<file path="src/rtl/mbp_pkg.sv">
// ----------------------------------------------------------------------------
// mbp_pkg
// shared types and constants for the mips branch predecoder
// ----------------------------------------------------------------------------
package mbp_pkg;

   localparam int unsigned CSR_ADDR_W = 3;
   localparam int unsigned CSR_DATA_W = 32;

   // register byte addresses
   localparam logic [CSR_ADDR_W-1:0] CSR_ADDR_LITTLE_ENDIAN = 3'd0;

   typedef enum logic [3:0] {
      CLASS_OTHER    = 4'd0,
      CLASS_LOAD     = 4'd1,
      CLASS_STORE    = 4'd2,
      CLASS_COND     = 4'd3,
      CLASS_UNC_DIR  = 4'd4,
      CLASS_UNC_IND  = 4'd5,
      CLASS_CALL     = 4'd6,
      CLASS_CALL_IND = 4'd7,
      CLASS_RETURN   = 4'd8,
      CLASS_SYSTRAP  = 4'd9
   } insn_class_type;

   typedef struct packed {
      logic [31:0] instruction_bytes;
      logic [63:0] program_counter;
   } req_word_type;

   typedef struct packed {
      insn_class_type insn_class;
      logic [63:0]    target_address;
      logic           target_valid;
      logic           delay_slots;
   } rsp_word_type;

endpackage

</file>
<file path="src/rtl/mips_branch_predecoder_top.sv">
// ----------------------------------------------------------------------------
// mips_branch_predecoder_top
// predecodes one mips instruction word per cycle into class, target and
// delay-slot count
// ----------------------------------------------------------------------------
//
//   channel   ports   direction   word
//   request   req_*   in          instruction_bytes, program_counter
//   response  rsp_*   out         insn_class, target_address, target_valid,
//                                 delay_slots
//   csr       csr_*   in/out      little_endian at byte address 0
//
// one word per cycle sustained while rsp is not stalled; a taken word goes
// through the input register, then decode into the response register
// the input register also loads whenever it is empty; both registers move
// together when the response register is free or being drained, so a stall
// on rsp backs up through req_ready once both stages hold a word
// reset is synchronous; it empties both stages and selects big-endian
// ----------------------------------------------------------------------------
module mips_branch_predecoder_top
   import mbp_pkg::*;
(
   input  logic                  clock,
   input  logic                  reset,

   // request channel
   input  logic                  req_valid,
   output logic                  req_ready,
   input  req_word_type          req_data,

   // response channel
   output logic                  rsp_valid,
   input  logic                  rsp_ready,
   output rsp_word_type          rsp_data,

   // configuration port
   input  logic                  csr_psel,
   input  logic                  csr_penable,
   input  logic                  csr_pwrite,
   input  logic [CSR_ADDR_W-1:0] csr_paddr,
   input  logic [CSR_DATA_W-1:0] csr_pwdata,
   output logic [CSR_DATA_W-1:0] csr_prdata,
   output logic                  csr_pready
);

   // configuration register
   logic little_endian_ff;
   logic little_endian_in;
   logic csr_write;

   // input stage
   req_word_type in_word_ff;
   req_word_type in_word_in;
   logic         in_valid_ff;
   logic         in_valid_in;

   // response stage
   rsp_word_type rsp_word_ff;
   rsp_word_type rsp_word_in;
   logic         rsp_valid_ff;
   logic         rsp_valid_in;

   rsp_word_type decoded;
   logic         advance;

   // ---- csr ----
   assign csr_pready = 1'b1;
   assign csr_write  = csr_psel & csr_penable & csr_pwrite;

   // only the first register exists; other addresses are ignored
   assign little_endian_in = (csr_write && csr_paddr == CSR_ADDR_LITTLE_ENDIAN) ?
                             csr_pwdata[0] : little_endian_ff;

   always_comb begin
      csr_prdata = '0;
      if (csr_paddr == CSR_ADDR_LITTLE_ENDIAN) begin
         csr_prdata[0] = little_endian_ff;
      end
   end

   // ---- pipeline control ----
   // both stages move when the response slot is empty or being taken
   assign advance   = !rsp_valid_ff || rsp_ready;
   assign req_ready = !in_valid_ff || advance;

   assign in_valid_in  = req_ready ? req_valid : in_valid_ff;
   assign in_word_in   = (req_ready && req_valid) ? req_data : in_word_ff;
   assign rsp_valid_in = advance ? in_valid_ff : rsp_valid_ff;
   assign rsp_word_in  = (advance && in_valid_ff) ? decoded : rsp_word_ff;

   // ---- decode between the two registers ----
   mbp_decode u_decode (
      .little_endian (little_endian_ff),
      .req_word      (in_word_ff),
      .rsp_word      (decoded)
   );

   // ---- registers ----
   always_ff @(posedge clock) begin
      if (reset) begin
         little_endian_ff <= 1'b0;
         in_valid_ff      <= 1'b0;
         rsp_valid_ff     <= 1'b0;
      end else begin
         little_endian_ff <= little_endian_in;
         in_valid_ff      <= in_valid_in;
         rsp_valid_ff     <= rsp_valid_in;
      end
   end

   // payload holds no reset
   always_ff @(posedge clock) begin
      in_word_ff  <= in_word_in;
      rsp_word_ff <= rsp_word_in;
   end

   assign rsp_valid = rsp_valid_ff;
   assign rsp_data  = rsp_word_ff;

endmodule

</file>
<file path="src/rtl/mbp_decode.sv">
// ----------------------------------------------------------------------------
// mbp_decode
// byte order, instruction class and branch target for one word
// ----------------------------------------------------------------------------
module mbp_decode
   import mbp_pkg::*;
(
   input  logic         little_endian,
   input  req_word_type req_word,
   output rsp_word_type rsp_word
);

   // major opcodes
   localparam logic [5:0] OP_SPECIAL = 6'h00;
   localparam logic [5:0] OP_REGIMM  = 6'h01;
   localparam logic [5:0] OP_J       = 6'h02;
   localparam logic [5:0] OP_JAL     = 6'h03;
   localparam logic [5:0] OP_BEQ     = 6'h04;
   localparam logic [5:0] OP_BNE     = 6'h05;
   localparam logic [5:0] OP_BLEZ    = 6'h06;
   localparam logic [5:0] OP_BGTZ    = 6'h07;
   localparam logic [5:0] OP_COP1X   = 6'h13;
   localparam logic [5:0] OP_BEQL    = 6'h14;
   localparam logic [5:0] OP_BNEL    = 6'h15;
   localparam logic [5:0] OP_BLEZL   = 6'h16;
   localparam logic [5:0] OP_BGTZL   = 6'h17;
   localparam logic [5:0] OP_LDL     = 6'h1a;
   localparam logic [5:0] OP_LDR     = 6'h1b;
   localparam logic [5:0] OP_LB      = 6'h20;
   localparam logic [5:0] OP_LH      = 6'h21;
   localparam logic [5:0] OP_LWL     = 6'h22;
   localparam logic [5:0] OP_LW      = 6'h23;
   localparam logic [5:0] OP_LBU     = 6'h24;
   localparam logic [5:0] OP_LHU     = 6'h25;
   localparam logic [5:0] OP_LWR     = 6'h26;
   localparam logic [5:0] OP_LWU     = 6'h27;
   localparam logic [5:0] OP_SB      = 6'h28;
   localparam logic [5:0] OP_SH      = 6'h29;
   localparam logic [5:0] OP_SWL     = 6'h2a;
   localparam logic [5:0] OP_SW      = 6'h2b;
   localparam logic [5:0] OP_SDL     = 6'h2c;
   localparam logic [5:0] OP_SDR     = 6'h2d;
   localparam logic [5:0] OP_SWR     = 6'h2e;
   localparam logic [5:0] OP_LL      = 6'h30;
   localparam logic [5:0] OP_LWC1    = 6'h31;
   localparam logic [5:0] OP_LWC2    = 6'h32;
   localparam logic [5:0] OP_LLD     = 6'h34;
   localparam logic [5:0] OP_LDC1    = 6'h35;
   localparam logic [5:0] OP_LDC2    = 6'h36;
   localparam logic [5:0] OP_LD      = 6'h37;
   localparam logic [5:0] OP_SC      = 6'h38;
   localparam logic [5:0] OP_SWC1    = 6'h39;
   localparam logic [5:0] OP_SWC2    = 6'h3a;
   localparam logic [5:0] OP_SCD     = 6'h3c;
   localparam logic [5:0] OP_SDC1    = 6'h3d;
   localparam logic [5:0] OP_SDC2    = 6'h3e;
   localparam logic [5:0] OP_SD      = 6'h3f;

   // special funct codes
   localparam logic [5:0] FN_JR      = 6'h08;
   localparam logic [5:0] FN_JALR    = 6'h09;
   localparam logic [5:0] FN_SYSCALL = 6'h0c;
   localparam logic [5:0] FN_BREAK   = 6'h0d;
   localparam logic [5:0] FN_TGE     = 6'h30;
   localparam logic [5:0] FN_TGEU    = 6'h31;
   localparam logic [5:0] FN_TLT     = 6'h32;
   localparam logic [5:0] FN_TLTU    = 6'h33;
   localparam logic [5:0] FN_TEQ     = 6'h34;
   localparam logic [5:0] FN_TNE     = 6'h36;

   // cop1x funct codes
   localparam logic [5:0] FN_LWXC1   = 6'h00;
   localparam logic [5:0] FN_LDXC1   = 6'h01;
   localparam logic [5:0] FN_SWXC1   = 6'h08;
   localparam logic [5:0] FN_SDXC1   = 6'h09;

   // regimm rt codes
   localparam logic [4:0] RT_BLTZ    = 5'h00;
   localparam logic [4:0] RT_BGEZ    = 5'h01;
   localparam logic [4:0] RT_BLTZL   = 5'h02;
   localparam logic [4:0] RT_BGEZL   = 5'h03;
   localparam logic [4:0] RT_BLTZAL  = 5'h10;
   localparam logic [4:0] RT_BGEZAL  = 5'h11;
   localparam logic [4:0] RT_BLTZALL = 5'h12;
   localparam logic [4:0] RT_BGEZALL = 5'h13;

   localparam logic [4:0] REG_RA     = 5'd31;

   logic [31:0]    word;
   logic [5:0]     op;
   logic [4:0]     rs;
   logic [4:0]     rt;
   logic [5:0]     fn;
   insn_class_type cls;
   logic           rel_hit;
   logic           region_hit;
   logic [18:0]    rel_offset;
   logic [63:0]    rel_target;
   logic [63:0]    pc_plus4;
   logic [63:0]    region_target;

   // big-endian puts byte 0 at the top of the word
   assign word = little_endian ? req_word.instruction_bytes :
                 {req_word.instruction_bytes[7:0],   req_word.instruction_bytes[15:8],
                  req_word.instruction_bytes[23:16], req_word.instruction_bytes[31:24]};

   assign op = word[31:26];
   assign rs = word[25:21];
   assign rt = word[20:16];
   assign fn = word[5:0];

   always_comb begin
      cls        = CLASS_OTHER;
      rel_hit    = 1'b0;
      region_hit = 1'b0;
      unique case (op)
         OP_SPECIAL: begin
            unique case (fn)
               FN_JR:   cls = (rs == REG_RA) ? CLASS_RETURN : CLASS_UNC_IND;
               FN_JALR: cls = CLASS_CALL_IND;
               FN_SYSCALL, FN_BREAK, FN_TGE, FN_TGEU, FN_TLT, FN_TLTU, FN_TEQ, FN_TNE:
                  cls = CLASS_SYSTRAP;
               default: cls = CLASS_OTHER;
            endcase
         end
         OP_REGIMM: begin
            unique case (rt)
               RT_BLTZ, RT_BGEZ, RT_BLTZL, RT_BGEZL: begin
                  cls     = CLASS_COND;
                  rel_hit = 1'b1;
               end
               RT_BLTZAL, RT_BGEZAL, RT_BLTZALL, RT_BGEZALL: begin
                  cls     = CLASS_CALL;
                  rel_hit = 1'b1;
               end
               // trap-immediate forms and the rest
               default: cls = CLASS_OTHER;
            endcase
         end
         OP_COP1X: begin
            unique case (fn)
               FN_LWXC1, FN_LDXC1: cls = CLASS_LOAD;
               FN_SWXC1, FN_SDXC1: cls = CLASS_STORE;
               default:            cls = CLASS_OTHER;
            endcase
         end
         OP_LB, OP_LH, OP_LWL, OP_LW, OP_LBU, OP_LHU, OP_LWR, OP_LWU, OP_LL, OP_LWC1,
         OP_LWC2, OP_LD, OP_LDL, OP_LDR, OP_LLD, OP_LDC1, OP_LDC2:
            cls = CLASS_LOAD;
         OP_SB, OP_SH, OP_SWL, OP_SW, OP_SWR, OP_SC, OP_SWC1, OP_SWC2, OP_SD, OP_SDL,
         OP_SDR, OP_SCD, OP_SDC1, OP_SDC2:
            cls = CLASS_STORE;
         OP_J: begin
            cls        = CLASS_UNC_DIR;
            region_hit = 1'b1;
         end
         OP_JAL: begin
            cls        = CLASS_CALL;
            region_hit = 1'b1;
         end
         // beq with the same register on both sides always goes
         OP_BEQ: begin
            cls     = (rs == rt) ? CLASS_UNC_DIR : CLASS_COND;
            rel_hit = 1'b1;
         end
         OP_BNE, OP_BLEZ, OP_BGTZ, OP_BEQL, OP_BNEL, OP_BLEZL, OP_BGTZL: begin
            cls     = CLASS_COND;
            rel_hit = 1'b1;
         end
         default: cls = CLASS_OTHER;
      endcase
   end

   // offset*4 + 4 folded into one narrow add, then one wide add with the pc
   assign rel_offset    = {word[15], word[15:0], 2'b00} + 19'd4;
   assign rel_target    = req_word.program_counter + {{45{rel_offset[18]}}, rel_offset};
   assign pc_plus4      = req_word.program_counter + 64'd4;
   assign region_target = {pc_plus4[63:28], word[25:0], 2'b00};

   always_comb begin
      rsp_word.insn_class     = cls;
      rsp_word.target_valid   = rel_hit | region_hit;
      rsp_word.target_address = region_hit ? region_target :
                                rel_hit    ? rel_target    : 64'd0;
      rsp_word.delay_slots    = (cls >= CLASS_COND) && (cls <= CLASS_RETURN);
   end

endmodule
</file>
<file path="config.mk">
export PLATFORM = sky130hd
export DESIGN_NAME = mips_branch_predecoder_top
export DESIGN_NICKNAME = d
export VERILOG_FILES = /design/src/rtl/mbp_pkg.sv /design/src/rtl/mips_branch_predecoder_top.sv /design/src/rtl/mbp_decode.sv
export SDC_FILE = /design/constraint.sdc
export NUM_CORES = 1
export LEC_CHECK = 0
export ABC_CLOCK_PERIOD_IN_PS = 20200
export BUFFER_PORTS_ARGS = -buffer_cell sky130_fd_sc_hd__buf_4
export CAP_MARGIN = 20
export CORE_MARGIN = 2
export CORE_UTILIZATION = 45
export CTS_CLUSTER_DIAMETER = 80
export DETAILED_ROUTE_END_ITERATION = 6
export PLACE_DENSITY = 0.68
export SYNTH_ARGS = -nofsm -noshare
export SYNTH_HDL_FRONTEND = slang
export SYNTH_HIERARCHICAL = 1
export SYNTH_SLANG_ARGS = --single-unit
</file>
<file path="constraint.sdc">
create_clock -name clock -period 20.2 [get_ports clock]
set_input_delay 3.03 -clock clock [delete_from_list [all_inputs] [get_ports clock]]
set_output_delay 3.03 -clock clock [all_outputs]
set_load 0.01 [all_outputs]
</file>
# ---- After elaboration in Yosys (flattened, before gate mapping)
# Cells that the tools add are included.
dict set report word_totals {
  mem_count 0
  word_cells 119
  ff_bits 169
  inputBits 138
  latch_bits 0
  ram_bits 0
  mem_bits_ro 0
}
dict set report op_classes {
  n_addsub 3
  reduce_logical 24
  n_eq_ne 63
  bitwise_logic 4
  mul 0
  n_shift 0
  div 0
  magnitude_cmp 2
  muxes 13
}
# cell count
set ops {}
lappend ops {{6-bit == test (second input constant)} 35}
lappend ops {{64-bit 2-to-1 mux} 2}
lappend ops {{64-bit by 3-bit adder with 64-bit output (second input constant)} 1}
lappend ops {{64-bit adder} 1}
lappend ops {{6-bit by 5-bit == test with 1-bit output (second input constant)} 7}
lappend ops {{4-bit one-hot mux with 9 select lines} 1}
lappend ops {{32-bit 2-to-1 mux} 1}
lappend ops {{5-bit == test (second input constant)} 5}
lappend ops {{6-bit by 3-bit == test with 1-bit output (second input constant)} 4}
lappend ops {{6-bit by 4-bit == test with 1-bit output (second input constant)} 4}
lappend ops {{8-bit OR reduction} 3}
lappend ops {{18-bit by 4-bit adder with 19-bit output (second input constant)} 1}
lappend ops {{17-bit OR reduction} 1}
lappend ops {{14-bit OR reduction} 1}
lappend ops {{6-bit by 1-bit == test with 1-bit output (second input constant)} 2}
lappend ops {{6-bit by 2-bit == test with 1-bit output (second input constant)} 2}
lappend ops {{6-bit zero test} 2}
lappend ops {{4-bit one-hot mux with 3 select lines} 1}
lappend ops {{5-bit by 2-bit == test with 1-bit output (second input constant)} 2}
lappend ops {{2-bit OR reduction} 4}
lappend ops {{4-bit OR reduction} 2}
lappend ops {{7-bit OR reduction} 1}
lappend ops {{3-bit one-hot mux with 2 select lines} 1}
lappend ops {{5-bit by 1-bit == test with 1-bit output (second input constant)} 1}
lappend ops {{16 further kinds} 24}

# ---- Depth between registers and ports, before layout
dict set report logic_depth {
  depth_word 7
  mapped_depth 22
  mapped_depth_nobuf 18
}

# ---- By module
# The synthesis kept the hierarchy.
# module area_each_um2 cells_per_inst instances
set by_module_without_submodules {}
lappend by_module_without_submodules {mbp_decode 6102.1 899 1}
lappend by_module_without_submodules {mips_branch_predecoder_top 5377.7 217 1}

# ---- Worst setup path after synthesis
# No wires, ideal clock.
dict set report synth_timing {
  kind {input to register}
  start {in rsp_ready}
  end {reg in_word_ff[0] (netlist name), enable pin}
  n_path_buf 0
  arrival_time_ns 7.901
  path_slack_ns 11.717
  cell_stages 2
  setup_time_ns 0.582
  cell_sequence {and2b_1 a21oi_1}
}
dict set report synth_via {
  elab_chain_len 3
}
# element line_no
set synth_lines {}
lappend synth_lines {{start: declaration} mips_branch_predecoder_top.sv:33} ;# input logic rsp_ready,
lappend synth_lines {{1-bit logical OR} mips_branch_predecoder_top.sv:83} ;# assign advance = !rsp_valid_ff || rsp_ready;
lappend synth_lines {{1-bit logical OR} mips_branch_predecoder_top.sv:84} ;# assign req_ready = !in_valid_ff || advance;
lappend synth_lines {{1-bit logical AND} mips_branch_predecoder_top.sv:87} ;# assign in_word_in = (req_ready && req_valid) ? req_data : in_word_ff;
lappend synth_lines {{end signal: assignment} mips_branch_predecoder_top.sv:113} ;# in_word_ff <= in_word_in;
lappend synth_lines {{end: declaration} mips_branch_predecoder_top.sv:52} ;# req_word_type in_word_ff;
# No other way between the ends.
# A chain may end at the register's enable or synchronous reset.

# ---- Worst setup path after layout
dict set report layout_timing {
  start {in rsp_ready}
  end {out req_ready}
}
dict set report layout_via {
  elab_chain_len 2
}
# element line_no
set layout_lines {}
lappend layout_lines {{1-bit logical OR} mips_branch_predecoder_top.sv:83}
lappend layout_lines {{1-bit logical OR} mips_branch_predecoder_top.sv:84}
lappend layout_lines {{end: declaration} mips_branch_predecoder_top.sv:28} ;# output logic req_ready,
# No other way between the ends.

==> results.toml <==
[run_status]
status = "complete, no violations"

[global_route]
grt_pass1_vias = 8627
grt_first_pass_wirelength_um = 45600
track_usage_pct = 21.9
antenna_found_initial = 0
grt_max_degree = 71
grt-ovfl-total = 0

[timing]
holdWs_ps = 512
setup_tns_ps = 0
finalCritPeriodShare_pct = 33.4
fmax_mhz = 148
setup_viol = 0
worst_slew_pin_slew_ps = 976
slew_viol_final = 0
hold_viol_final = 0
maxSlewHeadroom_pct = 35.0
skew_ps = 18.3
period_needed_ps = 6740
rsz0062_at_grt = "no"

[critical_path]
worstPathRequired_ps = 17170
cp_top_family = "simple AND/OR/NAND/NOR gates"
crit_arrival_ps = 3710
crit_top_cell = "buf_4"
slowest_stage = "and2b_1"
cp_slowest_stage_delay_ps = 320
path_buf_inv = 2
crit_type = "input port to output port"
cp-end-kind = "output port"
crit_fanout = 4
crit_chain = "buf_4 -> and2b_1 -> nand2_1 -> buf_4"
critPathLaunchType = "input port"

[cts]
htreeDepth = 4
numCtsBuffers = 17
clk_pin_slew_ps = 70
cts.hold.buffers_added = 0
cts.root.buffer_cell = "clkbuf_16"
clock_insertion_delay_worst_skew_ps = 440
cts_tree = "done"
cts_resized = 0
clk_path_buf_depth = 2
cts_sinks = 169
cts_setup_buffers = 0

[run]
maxCapViolCount = 0

[yosys]
yosysTopAreaCell = "edfxtp_1"
ys_types = 80
synth_flop_cell = "edfxtp_1"
syn_avg_cell_area_um2 = 10.3
ys_seq_elements = 169
syn_inst = 1116
synth_warnings = 6
synth.area.top_cells = "edfxtp_1, ha_1, xor2_1"
synth_top_cell_area_share_pct = 43.4
async_flop_share_pct = 0
synth-edff-count = 166
syn_area_um2 = 11500
ys_seq_area_share_pct = 43.9

[placed_design]
routabilityCongestion = 0.898
io_buffers = 179
place_inst = 1590
place_hpwl_um = 21700

[die]
ioPinCount = 243
num_rows = 58
chipWidth_um = 164
core_area_um2 = 25100
start_util_pct = 45.7
die_y_um = 164
die_area_um2 = 26800

[routing]
wl_per_cell_um = 18.2
wirelength_um = 29500
top_layer = "met4"
drtPass1Iterations = 6
drc = 0
vias_per_cell = 5.68
dr_wl_met3_um = 1430
dr_wl_met2_um = 13700
m1WireLength_um = 13700
drtIter0Drc = 672
num_vias = 9221
ant_nets = 0

[power]
p_leak_nw = 5.34
power_w = 0.000987
p_per_area_nw_per_um2 = 72.3
vdd_drop_max_mv = 0.0434

[cells_and_area]
drive_gt1_share_pct = 19.8
n_fill_cell = 2257
syn2layout_area_growth_pct = 18.9
diodes = 0
stdcell_count = 1622
nets = 1494

[worst_hold_path]
min_path_type = "register to register"
## power breakdown
| group | internal [W] | switching [W] |
|---|---|---|
| sequential | 0.000409 | 0.0000144 |
| combinational | 0.0000936 | 0.000126 |
| clock | 0.000180 | 0.000163 |
## flip-flops by register name, indices dropped and copies added, names as in the netlist
| register | cells |
|---|---|
| rsp_valid | 1 |
| little_endian_ff | 1 |
| rsp_data | 70 |
| in_valid_ff | 1 |
| in_word_ff | 96 |
## per-layer routing
metal,vias up,global-route usage [%]
li1,4474,-
met1,4407,31.0
met2,305,35.1
met3,35,3.18
met4,0,6.54
met5,-,0
## worst reg2reg max path, delay by kind of cell (launching register included)
kind | cells | cell delay, ps
DFF | 1 | 320
and+or+nand+nor | 6 | 1360
adders and majority gates | 2 | 780
buffers and inverters | 3 | 1220
AOI/OAI and AO/OA | 7 | 1610
muxes | 1 | 730
## worst paths after layout
check	start	endpoint	slack, ps	cells after the start
worst max-delay path	rsp_ready	req_ready	13460	4
worst min register to register	in_word_ff[1]	rsp_data[3]	510	1
worst min-delay path	in_word_ff[1]	rsp_data[3]	510	1
worst max register to register	little_endian_ff	rsp_data[61]	13920	19
## cells by family after synthesis
family / synth area share [%]
buffers and inverters: 4.49
other: 0.0654
AND/OR/NAND/NOR: 13.8
AO/OA/AOI/OAI: 18.2
XOR/XNOR: 8.16
multiplexers: 2.91
flip-flops: 43.9
adder cells (fa/ha/maj): 8.46
## area by class of cell
class	count	area [um^2]	area share, %
clock buffer	17	425	3.12
clock inverter	15	196	1.44
inverter	24	90.1	0.660
multi-input combinational	881	6070	44.5
sequential	169	5050	37.0
tap	330	413	3.03
timing repair buffer	186	1410	10.3
## per-stage QoR
stage | util (%) | instance area, um^2 | setup WS [ps]
2_1_floorplan | - | 11600 | 11720
3_3_place_gp | 51.8 | 13000 | 13460
3_5_place_dp | 51.9 | 13000 | 13450
4_1_cts | 54.4 | 13600 | 13450
5_1_grt | 54.4 | 13600 | 13410
6_report | 54.4 | 13600 | 13460
## placed cells by master, fill, tap and decap left out, types with 13 or more instances in the layout
cell and instances:
mux2i_1 30, xnor2_1 48, nand2_1 91, a21o_1 39, ha_1 76, clkbuf_16 17, edfxtp_1 166, nor3_1 21
conb_1 32, o21bai_1 13, a21oi_1 88, o22ai_1 50, inv_1 24, nor2_1 68, nand3_1 32, xor2_1 59
buf_4 185, o21ai_0 36, nand4_1 32
## Yosys cell counts, drive strengths merged, types with 4 or more instances
| library cell | count |
|---|---|
| a2111oi | 6 |
| a211o | 4 |
| a211oi | 10 |
| a21boi | 5 |
| a21o | 40 |
| a21oi | 92 |
| a31oi | 6 |
| and2 | 13 |
| and3 | 10 |
| and4 | 4 |
| buf | 40 |
| clkbuf | 31 |
| edfxtp | 166 |
| ha | 76 |
| inv | 24 |
| mux2i | 30 |
| nand2 | 92 |
| nand2b | 8 |
| nand3 | 33 |
| nand4 | 32 |
| nor2 | 70 |
| nor2b | 10 |
| nor3 | 23 |
| nor4 | 11 |
| o21a | 7 |
| o21ai | 46 |
| o21bai | 13 |
| o22ai | 50 |
| o31a | 4 |
| o31ai | 5 |
| xnor2 | 48 |
| xor2 | 59 |
Note: power is estimated with default switching activity, not from simulation.
